**src/lpfr_pkg.sv**
```systemverilog
// Shared types and constants for the light pulse/fade intensity ramp.
// No dependencies; used by the controller, datapath, top level and checker.
package lpfr_pkg;

    // Q2.15 intensity factor, 0 .. 1.0 inclusive, 17 bits
    localparam int FRAC_BITS = 15;
    localparam int FACTOR_W  = FRAC_BITS + 2;
    localparam logic [FACTOR_W-1:0] FACTOR_ONE = FACTOR_W'(1) << FRAC_BITS;

    // one quotient bit per divider step
    localparam int DIV_CNT_W = $clog2(FRAC_BITS);

    // configuration register indexes
    localparam int CFG_INDEX_W = 3;
    localparam logic [CFG_INDEX_W-1:0] CFG_EFFECT_MODE = 3'd0;
    localparam logic [CFG_INDEX_W-1:0] CFG_EFFECT_TIME = 3'd1;
    localparam logic [CFG_INDEX_W-1:0] CFG_START_NOW   = 3'd2;
    localparam logic [CFG_INDEX_W-1:0] CFG_BASE_RED    = 3'd3;
    localparam logic [CFG_INDEX_W-1:0] CFG_BASE_GREEN  = 3'd4;
    localparam logic [CFG_INDEX_W-1:0] CFG_BASE_BLUE   = 3'd5;

    // effect modes; the unused code behaves as no effect
    localparam logic [1:0] EFFECT_NONE  = 2'd0;
    localparam logic [1:0] EFFECT_PULSE = 2'd1;
    localparam logic [1:0] EFFECT_FADE  = 2'd2;

    // request kinds on the input channel
    localparam logic [1:0] ITEM_TICK      = 2'd0;
    localparam logic [1:0] ITEM_TRIGGER   = 2'd1;
    localparam logic [1:0] ITEM_LIGHT_ON  = 2'd2;
    localparam logic [1:0] ITEM_LIGHT_OFF = 2'd3;

    typedef enum logic [1:0] {
        CH_RED,
        CH_GREEN,
        CH_BLUE
    } colour_ch_t;

    typedef struct packed {
        logic       accept;
        logic       div_step;
        logic       update;
        logic       mul_en;
        colour_ch_t mul_ch;
        logic       out_load;
    } ctrl_cmd_t;

    typedef struct packed {
        logic tick_run;
        logic out_free;
    } dp_status_t;

endpackage

```
**src/light_pulse_fade_ramp.sv**
```systemverilog
// Light intensity effect generator (pulse triangle / linear fade) driving a scaled colour.
// Top level; instantiates lpfr_ctrl and lpfr_dp, depends on lpfr_pkg.
//
// Usage:
//   Input requests (s_valid/s_ready) carry s_mode and s_elapsed_time. Trigger, light-on
//   and light-off requests give no result. A tick request while the effect runs advances
//   the Q2.15 intensity factor and gives one result (m_valid/m_ready): the base colour
//   scaled by the factor, or black with the light off. A tick while the effect waits for
//   a trigger gives nothing. A running tick passes from acceptance to m_valid through the
//   serial step divider (one quotient bit a cycle), one factor update, the shared colour
//   multiplier (red, then green, then blue) and one output load. s_ready is low over that
//   span, so the block takes no new request until the running tick is through.
//   The result sits in an output register; the next request is accepted while it waits.
//   If the receiver still stalls when the following result is ready, the block holds
//   it and keeps s_ready low until the output register frees.
//   Reset (aresetn low, synchronous) sets the factor to 1.0, falling, untriggered, light
//   on, and the configuration registers to their defaults. Configuration is written
//   through cfg_we/cfg_index/cfg_data while no request is in progress.
module light_pulse_fade_ramp #(
    parameter int TIME_BITS  = 16,
    parameter int COLOR_BITS = 8,
    parameter int CFG_W      = (TIME_BITS > COLOR_BITS) ? TIME_BITS : COLOR_BITS
) (
    input  logic                               aclk,
    input  logic                               aresetn,
    input  logic                               cfg_we,
    input  logic [lpfr_pkg::CFG_INDEX_W-1:0]   cfg_index,
    input  logic [CFG_W-1:0]                   cfg_data,
    input  logic                               s_valid,
    output logic                               s_ready,
    input  logic [1:0]                         s_mode,
    input  logic [TIME_BITS-1:0]               s_elapsed_time,
    output logic                               m_valid,
    input  logic                               m_ready,
    output logic [COLOR_BITS-1:0]              m_red_out,
    output logic [COLOR_BITS-1:0]              m_green_out,
    output logic [COLOR_BITS-1:0]              m_blue_out
);

    lpfr_pkg::ctrl_cmd_t  cmd;
    lpfr_pkg::dp_status_t status;

    lpfr_ctrl u_ctrl (
        .aclk    (aclk),
        .aresetn (aresetn),
        .s_valid (s_valid),
        .s_ready (s_ready),
        .status  (status),
        .cmd     (cmd)
    );

    lpfr_dp #(
        .TIME_BITS  (TIME_BITS),
        .COLOR_BITS (COLOR_BITS),
        .CFG_W      (CFG_W)
    ) u_dp (
        .aclk           (aclk),
        .aresetn        (aresetn),
        .cfg_we         (cfg_we),
        .cfg_index      (cfg_index),
        .cfg_data       (cfg_data),
        .s_mode         (s_mode),
        .s_elapsed_time (s_elapsed_time),
        .m_ready        (m_ready),
        .m_valid        (m_valid),
        .m_red_out      (m_red_out),
        .m_green_out    (m_green_out),
        .m_blue_out     (m_blue_out),
        .cmd            (cmd),
        .status         (status)
    );

endmodule

```
**src/lpfr_ctrl.sv**
```systemverilog
// Sequencer for the intensity ramp: divide, update factor, scale colours, load output.
// Depends on lpfr_pkg.
module lpfr_ctrl (
    input  logic                  aclk,
    input  logic                  aresetn,
    input  logic                  s_valid,
    output logic                  s_ready,
    input  lpfr_pkg::dp_status_t  status,
    output lpfr_pkg::ctrl_cmd_t   cmd
);

    typedef enum logic [2:0] {
        ST_IDLE,
        ST_DIV,
        ST_UPDATE,
        ST_MUL_R,
        ST_MUL_G,
        ST_MUL_B,
        ST_LOAD
    } state_t;

    state_t                          state_reg, state_next;
    logic [lpfr_pkg::DIV_CNT_W-1:0]  cnt_reg, cnt_next;

    always_ff @(posedge aclk) begin
        if (!aresetn) begin
            state_reg <= ST_IDLE;
            cnt_reg   <= '0;
        end else begin
            state_reg <= state_next;
            cnt_reg   <= cnt_next;
        end
    end

    always_comb begin
        state_next   = state_reg;
        cnt_next     = cnt_reg;
        s_ready      = 1'b0;
        cmd          = '0;
        cmd.mul_ch   = lpfr_pkg::CH_RED;
        case (state_reg)
            ST_IDLE: begin
                s_ready    = 1'b1;
                cmd.accept = s_valid;
                if (s_valid && status.tick_run) begin
                    state_next = ST_DIV;
                    cnt_next   = '0;
                end
            end
            ST_DIV: begin
                cmd.div_step = 1'b1;
                cnt_next     = cnt_reg + 1'b1;
                if (cnt_reg == lpfr_pkg::DIV_CNT_W'(lpfr_pkg::FRAC_BITS - 1)) begin
                    state_next = ST_UPDATE;
                end
            end
            ST_UPDATE: begin
                cmd.update = 1'b1;
                state_next = ST_MUL_R;
            end
            ST_MUL_R: begin
                cmd.mul_en = 1'b1;
                cmd.mul_ch = lpfr_pkg::CH_RED;
                state_next = ST_MUL_G;
            end
            ST_MUL_G: begin
                cmd.mul_en = 1'b1;
                cmd.mul_ch = lpfr_pkg::CH_GREEN;
                state_next = ST_MUL_B;
            end
            ST_MUL_B: begin
                cmd.mul_en = 1'b1;
                cmd.mul_ch = lpfr_pkg::CH_BLUE;
                state_next = ST_LOAD;
            end
            ST_LOAD: begin
                // wait here until the output register is free
                if (status.out_free) begin
                    cmd.out_load = 1'b1;
                    state_next   = ST_IDLE;
                end
            end
            default: begin
                state_next = ST_IDLE;
            end
        endcase
    end

endmodule

```
**src/lpfr_dp.sv**
```systemverilog
// Datapath: config registers, effect state, serial step divider, colour scaler, output register.
// Depends on lpfr_pkg; sequenced by lpfr_ctrl.
module lpfr_dp #(
    parameter int TIME_BITS  = 16,
    parameter int COLOR_BITS = 8,
    parameter int CFG_W      = (TIME_BITS > COLOR_BITS) ? TIME_BITS : COLOR_BITS
) (
    input  logic                               aclk,
    input  logic                               aresetn,
    input  logic                               cfg_we,
    input  logic [lpfr_pkg::CFG_INDEX_W-1:0]   cfg_index,
    input  logic [CFG_W-1:0]                   cfg_data,
    input  logic [1:0]                         s_mode,
    input  logic [TIME_BITS-1:0]               s_elapsed_time,
    input  logic                               m_ready,
    output logic                               m_valid,
    output logic [COLOR_BITS-1:0]              m_red_out,
    output logic [COLOR_BITS-1:0]              m_green_out,
    output logic [COLOR_BITS-1:0]              m_blue_out,
    input  lpfr_pkg::ctrl_cmd_t                cmd,
    output lpfr_pkg::dp_status_t               status
);

    localparam int FW     = lpfr_pkg::FACTOR_W;
    localparam int QW     = lpfr_pkg::FRAC_BITS;
    localparam int PROD_W = COLOR_BITS + FW;
    localparam logic [PROD_W-1:0] ROUND_HALF = PROD_W'(1) << (lpfr_pkg::FRAC_BITS - 1);

    // configuration
    logic [1:0]            effect_mode_reg;
    logic [TIME_BITS-1:0]  effect_time_reg;
    logic                  start_now_reg;
    logic [COLOR_BITS-1:0] base_red_reg, base_green_reg, base_blue_reg;

    // effect state
    logic [FW-1:0]         factor_reg, factor_next;
    logic                  rising_reg, rising_next;
    logic                  triggered_reg;
    logic                  light_on_reg;

    // divider
    logic [TIME_BITS-1:0]  rem_reg;
    logic [QW-1:0]         quot_reg;
    logic                  sat_reg;
    logic [TIME_BITS-1:0]  t_eff;
    logic [TIME_BITS:0]    rem_dbl;
    logic                  rem_ge;

    // scaler and output
    logic [COLOR_BITS-1:0] res_red_reg, res_green_reg, res_blue_reg;
    logic [COLOR_BITS-1:0] base_sel, scaled;
    logic [PROD_W-1:0]     prod, rounded;
    logic                  m_valid_reg;

    logic [FW-1:0]         step;
    logic [FW:0]           sum;
    logic [FW-1:0]         diff;
    logic                  under;

    always_ff @(posedge aclk) begin
        if (!aresetn) begin
            effect_mode_reg <= lpfr_pkg::EFFECT_NONE;
            effect_time_reg <= TIME_BITS'(1000);
            start_now_reg   <= 1'b1;
            base_red_reg    <= '1;
            base_green_reg  <= '1;
            base_blue_reg   <= '1;
        end else if (cfg_we) begin
            case (cfg_index)
                lpfr_pkg::CFG_EFFECT_MODE: effect_mode_reg <= cfg_data[1:0];
                lpfr_pkg::CFG_EFFECT_TIME: effect_time_reg <= cfg_data[TIME_BITS-1:0];
                lpfr_pkg::CFG_START_NOW:   start_now_reg   <= cfg_data[0];
                lpfr_pkg::CFG_BASE_RED:    base_red_reg    <= cfg_data[COLOR_BITS-1:0];
                lpfr_pkg::CFG_BASE_GREEN:  base_green_reg  <= cfg_data[COLOR_BITS-1:0];
                lpfr_pkg::CFG_BASE_BLUE:   base_blue_reg   <= cfg_data[COLOR_BITS-1:0];
                default: ;
            endcase
        end
    end

    assign status.tick_run = (s_mode == lpfr_pkg::ITEM_TICK) && (start_now_reg || triggered_reg);
    assign status.out_free = !m_valid_reg || m_ready;

    // zero effect time acts as 1 ms
    assign t_eff   = (effect_time_reg == '0) ? TIME_BITS'(1) : effect_time_reg;
    // remainder stays below t_eff, so doubling fits one extra bit
    assign rem_dbl = {rem_reg, 1'b0};
    assign rem_ge  = rem_dbl >= {1'b0, t_eff};

    // elapsed >= time means the step is at least 1.0: saturate, skip the quotient
    always_ff @(posedge aclk) begin
        if (cmd.accept) begin
            rem_reg  <= s_elapsed_time;
            sat_reg  <= s_elapsed_time >= t_eff;
            quot_reg <= '0;
        end else if (cmd.div_step) begin
            rem_reg  <= rem_ge ? TIME_BITS'(rem_dbl - {1'b0, t_eff}) : rem_dbl[TIME_BITS-1:0];
            quot_reg <= {quot_reg[QW-2:0], rem_ge};
        end
    end

    assign step  = sat_reg ? lpfr_pkg::FACTOR_ONE : FW'(quot_reg);
    assign sum   = {1'b0, factor_reg} + {1'b0, step};
    assign under = step > factor_reg;
    assign diff  = factor_reg - step;

    always_comb begin
        factor_next = factor_reg;
        rising_next = rising_reg;
        case (effect_mode_reg)
            lpfr_pkg::EFFECT_PULSE: begin
                if (rising_reg) begin
                    if (sum > {1'b0, lpfr_pkg::FACTOR_ONE}) begin
                        factor_next = lpfr_pkg::FACTOR_ONE;
                        rising_next = 1'b0;
                    end else begin
                        factor_next = sum[FW-1:0];
                    end
                end else begin
                    if (under) begin
                        factor_next = '0;
                        rising_next = 1'b1;
                    end else begin
                        factor_next = diff;
                    end
                end
            end
            lpfr_pkg::EFFECT_FADE: begin
                if (factor_reg != '0) begin
                    factor_next = under ? '0 : diff;
                end
            end
            default: ;
        endcase
    end

    always_ff @(posedge aclk) begin
        if (!aresetn) begin
            factor_reg    <= lpfr_pkg::FACTOR_ONE;
            rising_reg    <= 1'b0;
            triggered_reg <= 1'b0;
            light_on_reg  <= 1'b1;
        end else begin
            if (cmd.update) begin
                factor_reg <= factor_next;
                rising_reg <= rising_next;
            end
            if (cmd.accept) begin
                case (s_mode)
                    lpfr_pkg::ITEM_TRIGGER: begin
                        if (!start_now_reg) begin
                            triggered_reg <= 1'b1;
                        end
                    end
                    lpfr_pkg::ITEM_LIGHT_ON:  light_on_reg <= 1'b1;
                    lpfr_pkg::ITEM_LIGHT_OFF: light_on_reg <= 1'b0;
                    default: ;
                endcase
            end
        end
    end

    // one shared multiplier, one colour per cycle
    always_comb begin
        case (cmd.mul_ch)
            lpfr_pkg::CH_GREEN: base_sel = base_green_reg;
            lpfr_pkg::CH_BLUE:  base_sel = base_blue_reg;
            default:            base_sel = base_red_reg;
        endcase
    end

    assign prod    = PROD_W'(base_sel) * PROD_W'(factor_reg);
    assign rounded = prod + ROUND_HALF;
    assign scaled  = light_on_reg ? rounded[lpfr_pkg::FRAC_BITS +: COLOR_BITS] : '0;

    always_ff @(posedge aclk) begin
        if (cmd.mul_en) begin
            case (cmd.mul_ch)
                lpfr_pkg::CH_GREEN: res_green_reg <= scaled;
                lpfr_pkg::CH_BLUE:  res_blue_reg  <= scaled;
                default:            res_red_reg   <= scaled;
            endcase
        end
    end

    always_ff @(posedge aclk) begin
        if (!aresetn) begin
            m_valid_reg <= 1'b0;
        end else if (cmd.out_load) begin
            m_valid_reg <= 1'b1;
        end else if (m_ready) begin
            m_valid_reg <= 1'b0;
        end
    end

    always_ff @(posedge aclk) begin
        if (cmd.out_load) begin
            m_red_out   <= res_red_reg;
            m_green_out <= res_green_reg;
            m_blue_out  <= res_blue_reg;
        end
    end

    assign m_valid = m_valid_reg;

endmodule

```
**config.mk**
```make
export PLATFORM = sky130hd
export DESIGN_NAME = light_pulse_fade_ramp
export DESIGN_NICKNAME = d
export VERILOG_FILES = /design/src/lpfr_pkg.sv /design/src/light_pulse_fade_ramp.sv /design/src/lpfr_ctrl.sv /design/src/lpfr_dp.sv
export SDC_FILE = /design/constraint.sdc
export NUM_CORES = 1
export LEC_CHECK = 0
export BUFFER_PORTS_ARGS = -buffer_cell sky130_fd_sc_hd__buf_4
export CAP_MARGIN = 0
export CORE_ASPECT_RATIO = 1.5
export CORE_MARGIN = 5
export CORE_UTILIZATION = 35
export CTS_CLUSTER_SIZE = 28
export DETAILED_ROUTE_END_ITERATION = 12
export HOLD_SLACK_MARGIN = 0.12
export PLACE_DENSITY_LB_ADDON = 0.2
export SLEW_MARGIN = 30
export SYNTH_ARGS = -nofsm -noshare
export SYNTH_HDL_FRONTEND = slang
export SYNTH_SLANG_ARGS = --single-unit
```
**constraint.sdc**
```tcl
create_clock -name aclk -period 7.63 [get_ports aclk]
set_input_delay 1.1445 -clock aclk [delete_from_list [all_inputs] [get_ports aclk]]
set_output_delay 1.1445 -clock aclk [all_outputs]
set_load 0.02 [all_outputs]
```
==> impl_metrics.py <==
metrics = {
    "critical_path": {
        "end_kind": "flop",
        "crit_chain": "nand2b_1 > nor2_1 > ha_1 > a22oi_1 > o21ai_1 > buf_4 > and2_1 > fa_1 > fa_1 > fa_1 > inv_1 > fa_1 > inv_1 > ha_1 > nor4_1 > o211ai_1 > a31oi_1 > o21ai_0 > and2_1 > or3_1 > and3_1",
        "path_common_cell": "fa_1",
        "worst-path-max-fanout": 12,
        "max_stage_delay_ns": 0.55,
        "timing.rr.end": "u_dp.res_red_reg[3]",
        "rrSetupSlack_ns": 0.83,
        "rr_worst_depth": 21,
        "path_class": "reg -> reg",
        "cpLargestDelayFamily": "adder cells",
        "regToRegStartpoint": "u_ctrl.state_reg[2]",
        "critical_path_depth": 21,
        "crit_start": "u_ctrl.state_reg[2]",
        "start_kind": "flop",
        "endpoint": "u_dp.res_red_reg[3]",
        "cp_slowest_cell": "o21ai_1",
        "cp.required_ns": 7.82,
        "arrival_ns": 6.99,
        "crit_buf_inv": 3,
    },
    "global_routing": {
        "grt_pass1_vias": 11635,
        "grt_pass1_wl_mm": 61.4,
        "track_usage_pct": 18.2,
        "grt_max_degree": 45,
        "grt_overflow": 0,
        "antenna_found_initial": 0,
    },
    "clocking": {
        "cts_sinks": 151,
        "cts-root-buf": "clkbuf_16",
        "h-tree-depth": 4,
        "postCtsSetupBuffers": 0,
        "numCtsBuffers": 17,
        "cts_tree": "done",
        "clk_pin_slew_ns": 0.07,
        "cts.repair.resized": 0,
        "ctsHoldBuffers": 0,
        "clockBufferDepth": 2,
        "clk_latency_ns": 0.46,
    },
    "sta": {
        "relSlewSlack_pct": 34.1,
        "worst_pin_slew_ns": 0.973,
        "clock.fmax_mhz": 147,
        "fin_crit_ns": 6.80,
        "setup_slack_ns": 0.829,
        "setup_viol": 0,
        "slew_viol_final": 0,
        "period_share_pct": 89.1,
        "rsz0062_at_grt": "no",
        "skew_ns": 0.0217,
        "tns_ns": 0,
        "hold_viol": 0,
    },
    "synthesis": {
        "synthCells": 1560,
        "synth_warnings": 0,
        "synth-edff-count": 65,
        "synthArstFlopShare_pct": 0,
        "synth_cell_type_count": 76,
        "syn_area_per_cell_um2": 8.63,
        "ys_seq_elements": 151,
        "synth_nets": 1812,
        "yosysSeqAreaShare_pct": 27.3,
        "syn-cell-area_um2": 13500,
        "ys.flop_type": "dfxtp_1",
    },
    "run": {
        "max_cap_viol_count": 0,
    },
    "floorplan": {
        "rows": 88,
        "dieArea_um2": 42600,
        "die_w_um": 170,
        "die_h_um": 250,
        "ios": 68,
        "start_util_pct": 35.2,
        "design.core.area_um2": 38200,
    },
    "pwr": {
        "powerDensity_nw_per_um2": 148,
        "leakage_uw": 0.00688,
        "peakVddDrop_uv": 131,
    },
    "layout": {
        "largest_register_ffs": 17,
        "layout_commonest_cell": "nand2_1",
        "final_nets": 1848,
        "drive_gt1_share_pct": 9.01,
        "syn2layout_area_growth_pct": 11.8,
        "diodes": 0,
        "mostFrequentLayoutCells": "206 x nand2_1, 177 x inv_1, 119 x ha_1, 93 x nor2_1, 91 x fa_1",
    },
    "routing": {
        "first_pass_iters": 5,
        "wl_met1_mm": 14.2,
        "dr_wl_met3_mm": 1.03,
        "routed-wl-met2_mm": 21.4,
        "wl_mm": 38.4,
        "num_vias": 11012,
        "antenna_left": 0,
        "drt-initial-drc-count": 594,
        "wl_per_cell_um": 18.2,
        "routed.top_layer": "met4",
        "vias_per_cell": 5.23,
        "route.detailed.drc": 0,
    },
    "place": {
        "numPortBuffers": 67,
        "dpl.hpwl_mm": 31.0,
        "dp_slack_ns": 0.508,
        "place_congestion": 0.964,
    },
    "outcome": {
        "outcome": "finished clean",
    },
    "worst_hold_path": {
        "hold_path.class": "reg -> reg",
    },
}
==> per-stage QoR <==
stage / area, um^2 / total power, uW / util, % / hold WS (ns) / instances
floorplan: 13500 / 1220 / - / 0.400 / 1560
global placement: 14400 / 1330 / 37.8 / 0.404 / 2071
detailed placement: 14400 / 1340 / 37.8 / 0.406 / 2072
CTS: 15100 / 2250 / 39.4 / 0.422 / 2104
global route: 15100 / 2320 / 39.4 / 0.432 / 2104
finish: 15100 / 2230 / 39.4 / 0.420 / 2104
==> final cells by class <==
cell class	count	area [um^2]
timing repair buffer	86	649
multi-input combinational	1161	8830
tap	495	619
inverter	179	672
clock buffer	17	425
fill	3899	23200
clock inverter	15	185
sequential	151	3670
==> cells in the mapped netlist, types with 12 or more instances <==
library cell	instances	area share, %
a21o_1	31	1.7
a21oi_1	65	2.4
a221oi_1	16	1.0
a31oi_1	17	0.79
and2_1	40	1.9
and3_1	16	0.74
clkbuf_1	53	1.5
dfxtp_1	86	13
edfxtp_1	65	15
fa_1	91	14
ha_1	119	11
inv_1	177	4.9
mux2i_1	22	1.6
nand2_1	206	5.7
nand2b_1	27	1.3
nand3_1	61	2.3
nor2_1	94	2.6
nor2b_1	77	3.6
nor3_1	22	0.82
o211ai_1	14	0.78
o21ai_0	60	2.2
o31ai_1	17	0.95
xnor2_1	18	1.2
xor2_1	12	0.78
==> cells by family (layout without fill, tap and decap cells) <==
logic type / after synthesis / count (layout) / synth area share [%]
adder cells (fa/ha/maj): 210 / 210 / 24.6
buffers and inverters: 248 / 297 / 7.27
AO/OA/AOI/OAI: 298 / 298 / 15.0
flip-flops: 151 / 151 / 27.3
multiplexers: 22 / 22 / 1.64
XOR/XNOR: 30 / 30 / 1.95
AND/OR/NAND/NOR: 601 / 601 / 22.3
==> per-layer routing <==
layer	vias up	global-route usage, %
li1	5393	-
met1	5310	18.6
met5	-	0
met3	82	2.24
met4	0	8.26
met2	227	35.9
==> how the worst min path moves through the flow <==
stage	from	slack, ns	cells after the start	endpoint
after floorplan	u_dp.res_blue_reg[0]	0.40	0	u_dp.m_blue_out[0]
after global placement	u_dp.res_red_reg[1]	0.40	0	u_dp.m_red_out[1]
after detailed placement	u_dp.res_red_reg[1]	0.41	0	u_dp.m_red_out[1]
after CTS	u_dp.res_red_reg[1]	0.42	0	u_dp.m_red_out[1]
after global routing	u_dp.res_green_reg[7]	0.43	0	u_dp.m_green_out[7]
final	u_dp.res_red_reg[1]	0.42	0	u_dp.m_red_out[1]
==> report_power, final <==
part,switching (uW),internal [uW]
Combinational,248,169
Sequential,20.4,882
Clock,410,497
(Power assumes the default switching activity.)
